File: config.mk
export PLATFORM = sky130hd
export DESIGN_NAME = neighbor_table_cooling_controller_unit
export DESIGN_NICKNAME = d
export VERILOG_FILES = /design/src/design/ntcc_pkg.sv /design/src/design/neighbor_table_cooling_controller_unit.sv /design/src/design/ntcc_ram.sv
export SDC_FILE = /design/constraint.sdc
export NUM_CORES = 1
export LEC_CHECK = 0
export BUFFER_PORTS_ARGS = -buffer_cell sky130_fd_sc_hd__buf_2
export CELL_PAD_IN_SITES_DETAIL_PLACEMENT = 0
export CELL_PAD_IN_SITES_GLOBAL_PLACEMENT = 1
export CORE_AREA = 2 2 209 293
export CTS_CLUSTER_SIZE = 40
export DETAILED_ROUTE_END_ITERATION = 8
export DIE_AREA = 0 0 211 295
export HOLD_SLACK_MARGIN = 0.1
export PLACE_DENSITY_LB_ADDON = 0.1
export SYNTH_ARGS = -nofsm -noshare
export SYNTH_HDL_FRONTEND = slang
export SYNTH_SLANG_ARGS = --single-unit
File: constraint.sdc
create_clock -name clk_i -period 4.6 [get_ports clk_i]
set_clock_uncertainty 0.15 [all_clocks]
set_input_delay 0.69 -clock clk_i [delete_from_list [all_inputs] [get_ports clk_i]]
set_output_delay 0.69 -clock clk_i [all_outputs]
set_load 0.005 [all_outputs]
File: src/design/ntcc_pkg.sv
// Shared types, codes and defaults of the neighbour table and cooling controller.
package ntcc_pkg;

  // Default sizes and register reset values.
  localparam int unsigned DefTableDepth = 16;
  localparam int unsigned AddrW         = 16;
  localparam int unsigned TimerW        = 16;

  localparam logic [15:0] AgingTicksRst    = 16'd90;
  localparam logic [7:0]  TempThresholdRst = 8'd70;
  localparam logic [7:0]  OffReadingsRst   = 8'd3;

  // Configuration register indexes.
  localparam logic [1:0] CFG_AGING_TICKS    = 2'd0;
  localparam logic [1:0] CFG_TEMP_THRESHOLD = 2'd1;
  localparam logic [1:0] CFG_OFF_READINGS   = 2'd2;

  // Input codes.
  localparam logic [1:0] MODE_BCAST = 2'd0;
  localparam logic [1:0] MODE_UCAST = 2'd1;
  localparam logic [1:0] MODE_TICK  = 2'd2;

  localparam logic [1:0] AC_REMOTE_OFF = 2'd0;
  localparam logic [1:0] AC_REMOTE_ON  = 2'd1;
  localparam logic [1:0] AC_BEACON     = 2'd2;

  localparam logic MSG_PING = 1'b0;

  // Result kinds.
  localparam logic [2:0] KIND_REFRESHED = 3'd0;
  localparam logic [2:0] KIND_ADDED     = 3'd1;
  localparam logic [2:0] KIND_DROPPED   = 3'd2;
  localparam logic [2:0] KIND_REMOTE    = 3'd3;
  localparam logic [2:0] KIND_PONG      = 3'd4;
  localparam logic [2:0] KIND_ANNOUNCE  = 3'd5;
  localparam logic [2:0] KIND_EXPIRED   = 3'd6;
  localparam logic [2:0] KIND_NONE      = 3'd7;

  typedef struct packed {
    logic [1:0]  mode;
    logic [15:0] src_addr;
    logic [1:0]  ac_code;
    logic        msg_type;
    logic [7:0]  temperature;
  } in_item_t;

  typedef struct packed {
    logic [2:0]  kind;
    logic [15:0] addr;
    logic [7:0]  echo_temp;
    logic        cooling_on;
    logic        remote_on;
    logic        green_led;
    logic        red_led;
    logic [4:0]  neighbor_count;
    logic        last;
  } out_item_t;

  // One table entry as held in the entry RAM.
  typedef struct packed {
    logic [AddrW-1:0]  addr;
    logic [TimerW-1:0] timer;
  } entry_t;

  typedef enum logic [2:0] {
    ST_IDLE,
    ST_BEACON,
    ST_BWRITE,
    ST_REMOTE,
    ST_PING,
    ST_HYST,
    ST_AGE,
    ST_DONE
  } ntcc_state_e;

endpackage

File: src/design/neighbor_table_cooling_controller_unit.sv
// Top level: neighbour table with aging and cooling hysteresis, one sequencer over the table RAM.
//
//   channel   direction  handshake                        payload
//   command   in         start high while busy low        in_item_i   (in_item_t)
//   result    out        res_strobe_o, one cycle a beat   res_o       (out_item_t)
//   config    in         cfg_valid_i and cfg_ready_o      cfg_index_i, cfg_data_i
//
// A beacon or a tick scans the table, one entry a cycle through the RAM read port.
// Results trail the sequencer by one held beat, so the final one appears in the cycle
// in which busy falls. Reset clears the valid bits, counters and flags; the RAM needs none.
// The receiver cannot stall, so the block never waits on the result side.
module neighbor_table_cooling_controller_unit
  import ntcc_pkg::*;
#(
  parameter int unsigned TABLE_DEPTH = DefTableDepth
) (
  input  logic        clk_i,
  input  logic        rst_ni,
  input  logic        start,
  output logic        busy,
  input  in_item_t    in_item_i,
  output logic        res_strobe_o,
  output out_item_t   res_o,
  input  logic        cfg_valid_i,
  output logic        cfg_ready_o,
  input  logic [1:0]  cfg_index_i,
  input  logic [15:0] cfg_data_i
);

  localparam int unsigned IdxW = (TABLE_DEPTH > 1) ? $clog2(TABLE_DEPTH) : 1;
  localparam int unsigned CntW = $clog2(TABLE_DEPTH + 1);
  localparam logic [IdxW-1:0] LastIdx = IdxW'(TABLE_DEPTH - 1);

  ntcc_state_e state_q, state_d;
  in_item_t    item_q;
  logic [IdxW-1:0] idx_q, idx_d;
  logic            hit_q, hit_d, free_q, free_d;
  logic [IdxW-1:0] hit_idx_q, hit_idx_d, free_idx_q, free_idx_d;
  logic [TABLE_DEPTH-1:0] valid_q, valid_d;
  logic [CntW-1:0] count_q, count_d;
  logic cool_q, cool_d, remote_q, remote_d, green_q, green_d, red_q, red_d;
  logic [7:0] low_cnt_q, low_cnt_d, low_cnt_inc;

  logic [15:0] aging_q;
  logic [7:0]  thresh_q, off_q;

  logic            ram_we;
  logic [IdxW-1:0] ram_waddr, ram_raddr;
  entry_t          ram_wdata, rd_entry;

  logic        emit, flush;
  logic [2:0]  emit_kind;
  logic [15:0] emit_addr;
  logic [7:0]  emit_temp;
  out_item_t   emit_item;
  logic [CntW+4:0] count_ext;

  out_item_t pend_q;
  logic      pend_valid_q;
  out_item_t out_q;
  logic      out_valid_q;
  out_item_t flush_item;

  logic accept, cfg_write, last_idx, entry_valid;

  assign accept      = start && !busy;
  assign cfg_write   = cfg_valid_i && cfg_ready_o;
  assign busy        = (state_q != ST_IDLE);
  assign cfg_ready_o = (state_q == ST_IDLE);
  assign last_idx    = (idx_q == LastIdx);
  assign entry_valid = valid_q[idx_q];
  assign low_cnt_inc = (low_cnt_q == 8'hFF) ? low_cnt_q : low_cnt_q + 8'd1;

  // The read port runs one entry ahead of the entry being examined.
  always_comb begin
    if (state_q == ST_IDLE || last_idx) begin
      ram_raddr = '0;
    end else begin
      ram_raddr = idx_q + IdxW'(1);
    end
  end

  ntcc_ram #(
    .WIDTH ($bits(entry_t)),
    .DEPTH (TABLE_DEPTH)
  ) u_entry_ram (
    .clk_i   (clk_i),
    .we_i    (ram_we),
    .waddr_i (ram_waddr),
    .wdata_i (ram_wdata),
    .raddr_i (ram_raddr),
    .rdata_o (rd_entry)
  );

  always_ff @(posedge clk_i or negedge rst_ni) begin
    if (!rst_ni) begin
      state_q   <= ST_IDLE;
      idx_q     <= '0;
      hit_q     <= 1'b0;
      free_q    <= 1'b0;
      valid_q   <= '0;
      count_q   <= '0;
      cool_q    <= 1'b0;
      remote_q  <= 1'b0;
      green_q   <= 1'b0;
      red_q     <= 1'b0;
      low_cnt_q <= '0;
    end else begin
      state_q   <= state_d;
      idx_q     <= idx_d;
      hit_q     <= hit_d;
      free_q    <= free_d;
      valid_q   <= valid_d;
      count_q   <= count_d;
      cool_q    <= cool_d;
      remote_q  <= remote_d;
      green_q   <= green_d;
      red_q     <= red_d;
      low_cnt_q <= low_cnt_d;
    end
  end

  always_ff @(posedge clk_i) begin
    hit_idx_q  <= hit_idx_d;
    free_idx_q <= free_idx_d;
    if (accept) begin
      item_q <= in_item_i;
    end
  end

  always_ff @(posedge clk_i or negedge rst_ni) begin
    if (!rst_ni) begin
      aging_q  <= AgingTicksRst;
      thresh_q <= TempThresholdRst;
      off_q    <= OffReadingsRst;
    end else if (cfg_write) begin
      case (cfg_index_i)
        CFG_AGING_TICKS:    aging_q  <= cfg_data_i;
        CFG_TEMP_THRESHOLD: thresh_q <= cfg_data_i[7:0];
        CFG_OFF_READINGS:   off_q    <= cfg_data_i[7:0];
        default: ;
      endcase
    end
  end

  always_comb begin
    state_d    = state_q;
    idx_d      = idx_q;
    hit_d      = hit_q;
    free_d     = free_q;
    hit_idx_d  = hit_idx_q;
    free_idx_d = free_idx_q;
    valid_d    = valid_q;
    count_d    = count_q;
    cool_d     = cool_q;
    remote_d   = remote_q;
    green_d    = green_q;
    red_d      = red_q;
    low_cnt_d  = low_cnt_q;
    ram_we     = 1'b0;
    ram_waddr  = idx_q;
    ram_wdata  = rd_entry;
    emit       = 1'b0;
    emit_kind  = KIND_NONE;
    emit_addr  = '0;
    emit_temp  = '0;
    flush      = 1'b0;

    case (state_q)
      ST_IDLE: begin
        idx_d  = '0;
        hit_d  = 1'b0;
        free_d = 1'b0;
        if (accept) begin
          case (in_item_i.mode)
            MODE_BCAST: begin
              if (in_item_i.ac_code == AC_BEACON) begin
                state_d = ST_BEACON;
              end else if (in_item_i.ac_code == AC_REMOTE_ON ||
                           in_item_i.ac_code == AC_REMOTE_OFF) begin
                state_d = ST_REMOTE;
              end else begin
                state_d = ST_DONE;
              end
            end
            MODE_UCAST: begin
              state_d = (in_item_i.msg_type == MSG_PING) ? ST_PING : ST_DONE;
            end
            MODE_TICK: state_d = ST_AGE;
            default:   state_d = ST_DONE;
          endcase
        end
      end

      ST_BEACON: begin
        if (entry_valid && rd_entry.addr == item_q.src_addr && !hit_q) begin
          hit_d     = 1'b1;
          hit_idx_d = idx_q;
        end
        if (!entry_valid && !free_q) begin
          free_d     = 1'b1;
          free_idx_d = idx_q;
        end
        if (last_idx) begin
          state_d = ST_BWRITE;
        end else begin
          idx_d = idx_q + IdxW'(1);
        end
      end

      ST_BWRITE: begin
        emit      = 1'b1;
        emit_addr = item_q.src_addr;
        ram_wdata = '{addr: item_q.src_addr, timer: aging_q};
        if (hit_q) begin
          ram_we    = 1'b1;
          ram_waddr = hit_idx_q;
          emit_kind = KIND_REFRESHED;
        end else if (free_q) begin
          ram_we              = 1'b1;
          ram_waddr           = free_idx_q;
          valid_d[free_idx_q] = 1'b1;
          count_d             = count_q + CntW'(1);
          emit_kind           = KIND_ADDED;
        end else begin
          emit_kind = KIND_DROPPED;
        end
        state_d = ST_DONE;
      end

      ST_REMOTE: begin
        remote_d  = (item_q.ac_code == AC_REMOTE_ON);
        green_d   = (item_q.ac_code == AC_REMOTE_ON);
        emit      = 1'b1;
        emit_kind = KIND_REMOTE;
        state_d   = ST_DONE;
      end

      // The pong carries the cooling state from before the hysteresis step.
      ST_PING: begin
        emit      = 1'b1;
        emit_kind = KIND_PONG;
        emit_addr = item_q.src_addr;
        emit_temp = item_q.temperature;
        state_d   = ST_HYST;
      end

      ST_HYST: begin
        if (item_q.temperature > thresh_q) begin
          low_cnt_d = '0;
          if (!cool_q && !remote_q) begin
            cool_d    = 1'b1;
            green_d   = 1'b1;
            emit      = 1'b1;
            emit_kind = KIND_ANNOUNCE;
          end
        end else begin
          low_cnt_d = low_cnt_inc;
          if (cool_q && low_cnt_inc == off_q) begin
            cool_d    = 1'b0;
            green_d   = 1'b0;
            low_cnt_d = '0;
            emit      = 1'b1;
            emit_kind = KIND_ANNOUNCE;
          end
        end
        state_d = ST_DONE;
      end

      ST_AGE: begin
        if (entry_valid) begin
          if (rd_entry.timer <= TimerW'(1)) begin
            valid_d[idx_q] = 1'b0;
            count_d        = count_q - CntW'(1);
            red_d          = 1'b1;
            emit           = 1'b1;
            emit_kind      = KIND_EXPIRED;
            emit_addr      = rd_entry.addr;
          end else begin
            ram_we    = 1'b1;
            ram_wdata = '{addr: rd_entry.addr, timer: rd_entry.timer - TimerW'(1)};
          end
        end
        if (last_idx) begin
          state_d = ST_DONE;
        end else begin
          idx_d = idx_q + IdxW'(1);
        end
      end

      ST_DONE: begin
        flush   = 1'b1;
        state_d = ST_IDLE;
      end

      default: state_d = ST_IDLE;
    endcase
  end

  // Each result carries the state as it stands once that result has taken effect.
  assign count_ext = {5'd0, count_d};

  always_comb begin
    emit_item.kind           = emit_kind;
    emit_item.addr           = emit_addr;
    emit_item.echo_temp      = emit_temp;
    emit_item.cooling_on     = cool_d;
    emit_item.remote_on      = remote_d;
    emit_item.green_led      = green_d;
    emit_item.red_led        = red_d;
    emit_item.neighbor_count = count_ext[4:0];
    emit_item.last           = 1'b0;
  end

  always_comb begin
    flush_item      = pend_valid_q ? pend_q : emit_item;
    flush_item.last = 1'b1;
  end

  // One result is held back until the next one, or the end of the item, shows
  // whether it is the final beat. With nothing held, the end gives a none beat.
  always_ff @(posedge clk_i or negedge rst_ni) begin
    if (!rst_ni) begin
      pend_valid_q <= 1'b0;
      out_valid_q  <= 1'b0;
    end else begin
      if (emit) begin
        pend_valid_q <= 1'b1;
        out_valid_q  <= pend_valid_q;
      end else if (flush) begin
        pend_valid_q <= 1'b0;
        out_valid_q  <= 1'b1;
      end else begin
        out_valid_q <= 1'b0;
      end
    end
  end

  always_ff @(posedge clk_i) begin
    if (emit) begin
      pend_q <= emit_item;
      out_q  <= pend_q;
    end else if (flush) begin
      out_q <= flush_item;
    end
  end

  assign res_strobe_o = out_valid_q;
  assign res_o        = out_q;

`ifndef NO_ASSERTIONS
  a_count_matches_valid: assert property (@(posedge clk_i) disable iff (!rst_ni)
    count_q == CntW'($countones(valid_q)))
    else $error("neighbour count disagrees with the valid bits");

  a_last_after_done: assert property (@(posedge clk_i) disable iff (!rst_ni)
    (out_valid_q && out_q.last) |-> $past(state_q == ST_DONE))
    else $error("final beat appeared outside the end of an item");

  a_busy_after_accept: assert property (@(posedge clk_i) disable iff (!rst_ni)
    (start && !busy) |=> busy)
    else $error("accepted item did not start the sequencer");

  a_no_held_beat_idle: assert property (@(posedge clk_i) disable iff (!rst_ni)
    pend_valid_q |-> (state_q != ST_IDLE))
    else $error("held result left behind after the item ended");

  a_red_sticky: assert property (@(posedge clk_i) disable iff (!rst_ni)
    !$fell(red_q))
    else $error("red LED cleared without reset");
`endif

endmodule

File: src/design/ntcc_ram.sv
// Generic RAM with one write port and one registered read port.
module ntcc_ram #(
  parameter int unsigned WIDTH = 32,
  parameter int unsigned DEPTH = 16,
  localparam int unsigned AW   = (DEPTH > 1) ? $clog2(DEPTH) : 1
) (
  input  logic             clk_i,
  input  logic             we_i,
  input  logic [AW-1:0]    waddr_i,
  input  logic [WIDTH-1:0] wdata_i,
  input  logic [AW-1:0]    raddr_i,
  output logic [WIDTH-1:0] rdata_o
);

  logic [WIDTH-1:0] mem_q [DEPTH];
  logic [WIDTH-1:0] rdata_q;

  always_ff @(posedge clk_i) begin
    if (we_i) begin
      mem_q[waddr_i] <= wdata_i;
    end
    rdata_q <= mem_q[raddr_i];
  end

  assign rdata_o = rdata_q;

endmodule

# After elaboration in Yosys (flattened, before gate mapping)

Memory sizes are Yosys's and may differ from the RTL's. A register that Yosys moved wholly into a read port is not among the register bits.
Index checks and enable logic that the tools add are counted.

Register bits after elaboration: 183
Bits in writable memories: 512
Bits of input ports: 51
Output and inout bits: 40
Word-level logic and storage cells: 206
Memories: 1

Memory list:

| memory            | depth | width | rd ports | clocked after memory_dff | wr ports | line           | RTL |
|---|---|---|---|---|---|---|---|
| u_entry_ram.mem_q | 16    | 32    | 1        | 1                        | 1        | ntcc_ram.sv:15 | `logic [WIDTH-1:0] mem_q [DEPTH];` |

Add/sub/neg operators: 5
$lt $le $gt $ge: 6
Eq/ne operators: 28
Muxes and demuxes: 85
Bitwise operators: 3
Reductions and logical operators: 40

Operators by type and width:

| kind                                                        | count |
|---|---|
| 2-to-1 mux 16 bit                                           | 8 |
| 2-to-1 mux 37 bit                                           | 3 |
| one-hot mux 16 bit (2 select lines)                         | 2 |
| one-hot mux 32 bit (2 select lines)                         | 1 |
| 2-to-1 mux 1 bit                                            | 34 |
| 2-to-1 mux 8 bit                                            | 4 |
| 2-to-1 mux 4 bit                                            | 5 |
| 2-to-1 mux 5 bit                                            | 4 |
| 2-to-1 mux 3 bit                                            | 6 |
| != test 2 bit (second input constant)                       | 9 |
| one-hot mux 3 bit (6 select lines)                          | 1 |
| bitwise AND 16 bit                                          | 1 |
| == test 16 bit                                              | 1 |
| <= comparator 16 x 1 -> 1 bit (second input constant)       | 1 |
| inverter 16 bit                                             | 1 |
| OR 16 bit                                                   | 1 |
| AND reduction 2 bit                                         | 8 |
| subtractor 16 x 1 -> 16 bit (second input constant)         | 1 |
| one-hot mux 3 bit (5 select lines)                          | 1 |
| == test 3 bit (second input constant)                       | 4 |
| less-than comparator 4 x 5 -> 1 bit (second input constant) | 2 |
| 2-to-1 mux 2 bit                                            | 5 |
| one-hot mux 5 bit (2 select lines)                          | 1 |
| logical AND 1 bit                                           | 9 |
| other kinds (30)                                            | 54 |

# Depth between registers and ports, before layout

Depth in word-level cells: 10
Depth in mapped cells: 12
Depth with buffers taken out: 10

# Modules after synthesis

From an unflattened synthesis, not the netlist that was laid out.

Cell total of the unflattened synthesis: 1670
Area, all modules: 29084.1 um^2

Modules (own cells, without submodules):

| module                                 | instances | cells an instance | area an instance (um^2) | sequential area each (um^2) |
|---|---|---|---|---|
| ntcc_ram                               | 1         | 838               | 19836.5                 | 16015.4 |
| neighbor_table_cooling_controller_unit | 1         | 832               | 9247.6                  | 5126.2 |

# Worst setup path after synthesis

OpenSTA, ideal clock, no wires.

Path kind: reg-to-reg
Start: reg idx_q[2]
End: mem u_entry_ram.mem_q[0][0] (enable)
Setup time: 0.421 ns
Data arrival time: 3.363 ns
Data required time: 4.029 ns
Slack: 0.666 ns
Stages on the path, launching flop included: 9
Path buffers: 1
Period minus slack after synthesis: 3.934 ns
Path through: dfrtp_1 -> clkbuf_1 -> inv_1 -> mux4_2 -> a21boi_1 -> a32oi_1 -> nor2_1 -> nand2_1 -> nor2_1

Word-level cells in the longest chain between the ends: 6
Elaborated cells between the ends (all ways): 9
Classes of those cells: mux: 9

RTL lines:

| item                                   | line                                          | RTL |
|---|---|---|
| from (decl)                            | neighbor_table_cooling_controller_unit.sv:36  | `logic [IdxW-1:0] idx_q, idx_d;` |
| from (signal assigned)                 | neighbor_table_cooling_controller_unit.sv:110 | `idx_q <= idx_d;` |
| binary-select mux 1 bit (select 4 bit) | neighbor_table_cooling_controller_unit.sv:71  | `assign entry_valid = valid_q[idx_q];` |
| 2-to-1 mux 1 bit (implied by the code) | neighbor_table_cooling_controller_unit.sv:71  |  |
| 2-to-1 mux 1 bit                       | neighbor_table_cooling_controller_unit.sv:271 | `if (entry_valid) begin` |
| one-hot mux 1 bit (2 select lines)     | neighbor_table_cooling_controller_unit.sv:169 | `case (state_q)` |
| 2-to-1 mux 1 bit                       | ntcc_ram.sv:19                                | `if (we_i) begin` |
| 2-to-1 mux 1 bit (implied by the code) | ntcc_ram.sv:20                                | `mem_q[waddr_i] <= wdata_i;` |
| to (decl)                              | ntcc_ram.sv:15                                |  |

Several ways; a longest one is shown, not always the timed one. The select of a mux whose other input is x is not followed.

==> impl_metrics.ini <==
[status]
outcome = complete, no violations

[timing]
fmax_ghz = 0.254
fin_tns_setup_ns = 0
timing_worst_slew_pin_value_ns = 1.22
timing.hold.ws_ns = 0.152
setup_viol = 0
fin_crit_ns = 3.94
rsz0062_at_grt = no
fin_crit_sh = 0.857
finalHoldViolCount = 0
slew_headroom = 0.184
slew_violations = 0

[setup_path]
cp_max_fo = 16
path_class = reg2reg
endpoint_kind = register
cp.required_ns = 4.70
r2r_slack_ns = 0.66
worst_r2r_endpoint = u_entry_ram.mem_q[12][13]$_DFFE_PP_
startpoint_type = register
r2r-start = idx_q[0]$_DFFE_PN0P_
reg2reg_depth = 9
cp.arrival_ns = 4.04

[min_path]
holdPathStages = 2
min_to = aging_q[9]$_DFFE_PN0P_
hold_start = cfg_data_i[9]
worstHoldPathType = in2reg

[route]
avgViaCountPerCell = 6.09
drt_pass1_iterations = 5
wirelength_mm = 74.2
post_drt_wl_per_cell_microns = 24.3
drcViolationCount = 0
vias = 18600
dr.first_iter.drc_count = 1493
ant_nets = 0

[logic_synthesis]
yosysTopAreaCellShare = 0.629
post_synth_num_cell_types = 76
ys_warn_count = 0
synth.net_count = 2199
syn-cell-area_sq_um = 29500
synth_top_area_cell = edfxtp_1
synth_edf_count = 619
syn_avg_cell_area_sq_um = 13.9
yosysMostFrequentCell = edfxtp_1
ys_ff_latch = 727
synthTopCellsByArea = edfxtp_1 63%, dfrtp_1 5.7%, nand2_1 3.0%
synth-async-reset-ratio = 0.105
synthCells = 2127
synth_flop_cell = edfxtp_1
synthTopCellsByCount = 619 x edfxtp_1, 237 x nand2_1, 120 x clkbuf_1
ys_seq_area_frac = 0.716

[floorplan]
rows = 106
initial_core_util = 0.496
fp.dieArea_sq_um = 62200
coreArea_sq_um = 59500
die_x_microns = 211
io_pins = 91
die_h_microns = 295

[cts]
htreeDepth = 3
cts_buffers = 72
cts_root_buf = clkbuf_16
cts_sinks = 727
clk_path_buf_depth = 3
worstSkewPairLatency_ns = 0.62
clkTransAtPathRegs_ns = 0.06
cts_tree = yes

[final_layout]
fin_util = 0.568
syn_to_final_growth_pct = 14.4
num_antenna_cells = 0
fin_cells = 3051
nNetsFinal = 2308
drive_gt1_frac = 0.154
final_area_sq_um = 33800

[run]
drv_cap = 0

[placed_design]
place_congestion = 0.902
dp.cells = 2893
dp_hpwl_mm = 44.0
placed_area_sq_um = 31200
port_buffers = 90

[global_routing]
grt.overflow.total = 0
antenna_found_initial = 1
grt_first_pass_wirelength_mm = 112
track_usage = 0.240
grt_max_degree = 107
grt_pass1_vias = 18400

[pwr]
combPwrFrac = 0.348
pwr_density_cell_nw_per_um2 = 714
pwr-share-seq = 0.412
p_sw_mw = 8.80
ir_drop_mv = 0.400
p_sw_frac = 0.365
p_leak_nw = 11.5
p_int_mw = 15.3
clkPwrFrac = 0.240
cells in the final DEF (no fill, tap or decap), drive strengths merged, types with 40 or more instances in the layout:
master / Yosys / routed
edfxtp: 619 / 619
nand2: 239 / 239
buf: 29 / 160
a21oi: 103 / 103
a211oi: 99 / 99
o21ai: 98 / 98
clkbuf: 121 / 96
o22ai: 82 / 82
and2: 67 / 67
dfrtp: 67 / 67
nor2: 65 / 65
o221ai: 64 / 64
a31oi: 42 / 42
mux2: 40 / 40
worst max-delay path: stages (launching register included):
cell and delay [ns]:
dfrtp_1 0.50, mux4_2 0.55, mux4_2 0.57, a21boi_1 0.18, buf_4 0.17, and2_1 0.20
and4b_1 0.21, nand3_1 0.08, o21ai_1 0.07, a21oi_1 0.91
metrics by stage:
| step | power, mW | setup slack [ns] |
|---|---|---|
| 2_1_floorplan | 15.3 | 0.666 |
| 3_3_place_gp | 18.3 | 0.822 |
| 3_5_place_dp | 18.4 | 0.696 |
| 4_1_cts | 24.3 | 0.694 |
| 5_1_grt | 25.5 | 0.471 |
| 6_report | 24.1 | 0.660 |
what timing repair did:
action | in CTS | in global routing
endpoints found under the hold margin | 57 | 0
setup buffers | 0 | 0
gates resized for setup | 0 | 0
hold buffers | 25 | 0
logic make-up (layout without fill, tap and decap cells):
logic type               Yosys count  count (layout)  share of synthesized area
multiplexers                      49              49                     0.0204
buffers and inverters            180             348                     0.0244
flip-flops                       727             727                      0.716
AND/OR/NAND/NOR                  510             510                     0.0828
XOR/XNOR                          25              25                    0.00741
adder cells (fa/ha/maj)           21              21                    0.00889
AO/OA/AOI/OAI                    615             615                      0.141
sequential cells by signal, summed over array words and instances (netlist names):
register / count
u_entry_ram.mem_q: 512
res_o: 37
pend_q: 36
u_entry_ram.rdata_o: 32
item_q: 26
aging_q: 16
valid_q: 16
low_cnt_q: 8
off_q: 8
thresh_q: 8
count_q: 5
free_idx_q: 4
hit_idx_q: 4
idx_q: 4
state_q: 3
cool_q: 1
free_q: 1
green_q: 1
hit_q: 1
pend_valid_q: 1
red_q: 1
remote_q: 1
res_strobe_o: 1
metal layers:
| layer | up-vias | GRT usage | part of all wire |
|---|---|---|---|
| met5 | - | 0 | 0.00011 |
| met4 | 2 | 0.0792 | 0.022 |
| met3 | 112 | 0.0315 | 0.053 |
| met2 | 573 | 0.409 | 0.50 |
| met1 | 9395 | 0.322 | 0.42 |
| li1 | 8501 | - | - |
area by class of cell:
type	count	area [sq um]
multi-input cells	1220	7860
fillers	4729	25700
well taps	756	946
inverters	30	115
repair buffers	185	1430
flip-flops and latches	727	21100
clock buffers	96	1960
clock inverters	37	358
power groups by stage:
| stage | sequential (mW) | clock, mW | combinational (mW) |
|---|---|---|---|
| 3_3_place_gp | 10.0 | 0 | 8.22 |
| 4_1_cts | 9.93 | 5.93 | 8.41 |
| 2_1_floorplan | 9.74 | 0 | 5.60 |
| 3_5_place_dp | 10.1 | 0 | 8.37 |
| 6_report | 9.93 | 5.80 | 8.39 |
| 5_1_grt | 10.0 | 6.17 | 9.28 |
how the worst max path moves through the flow:
stage,to,from,cells past startpoint,slack [ns]
2_1_floorplan,u_entry_ram.mem_q[0][0]$_DFFE_PP_,idx_q[2]$_DFFE_PN0P_,8,0.67
3_3_place_gp,u_entry_ram.mem_q[1][13]$_DFFE_PP_,idx_q[0]$_DFFE_PN0P_,9,0.82
3_5_place_dp,u_entry_ram.mem_q[5][13]$_DFFE_PP_,idx_q[0]$_DFFE_PN0P_,9,0.70
4_1_cts,u_entry_ram.mem_q[12][13]$_DFFE_PP_,idx_q[0]$_DFFE_PN0P_,9,0.69
5_1_grt,u_entry_ram.mem_q[12][13]$_DFFE_PP_,idx_q[0]$_DFFE_PN0P_,9,0.47
6_report,u_entry_ram.mem_q[12][13]$_DFFE_PP_,idx_q[0]$_DFFE_PN0P_,9,0.66
Power figures use the tool's default switching activity.
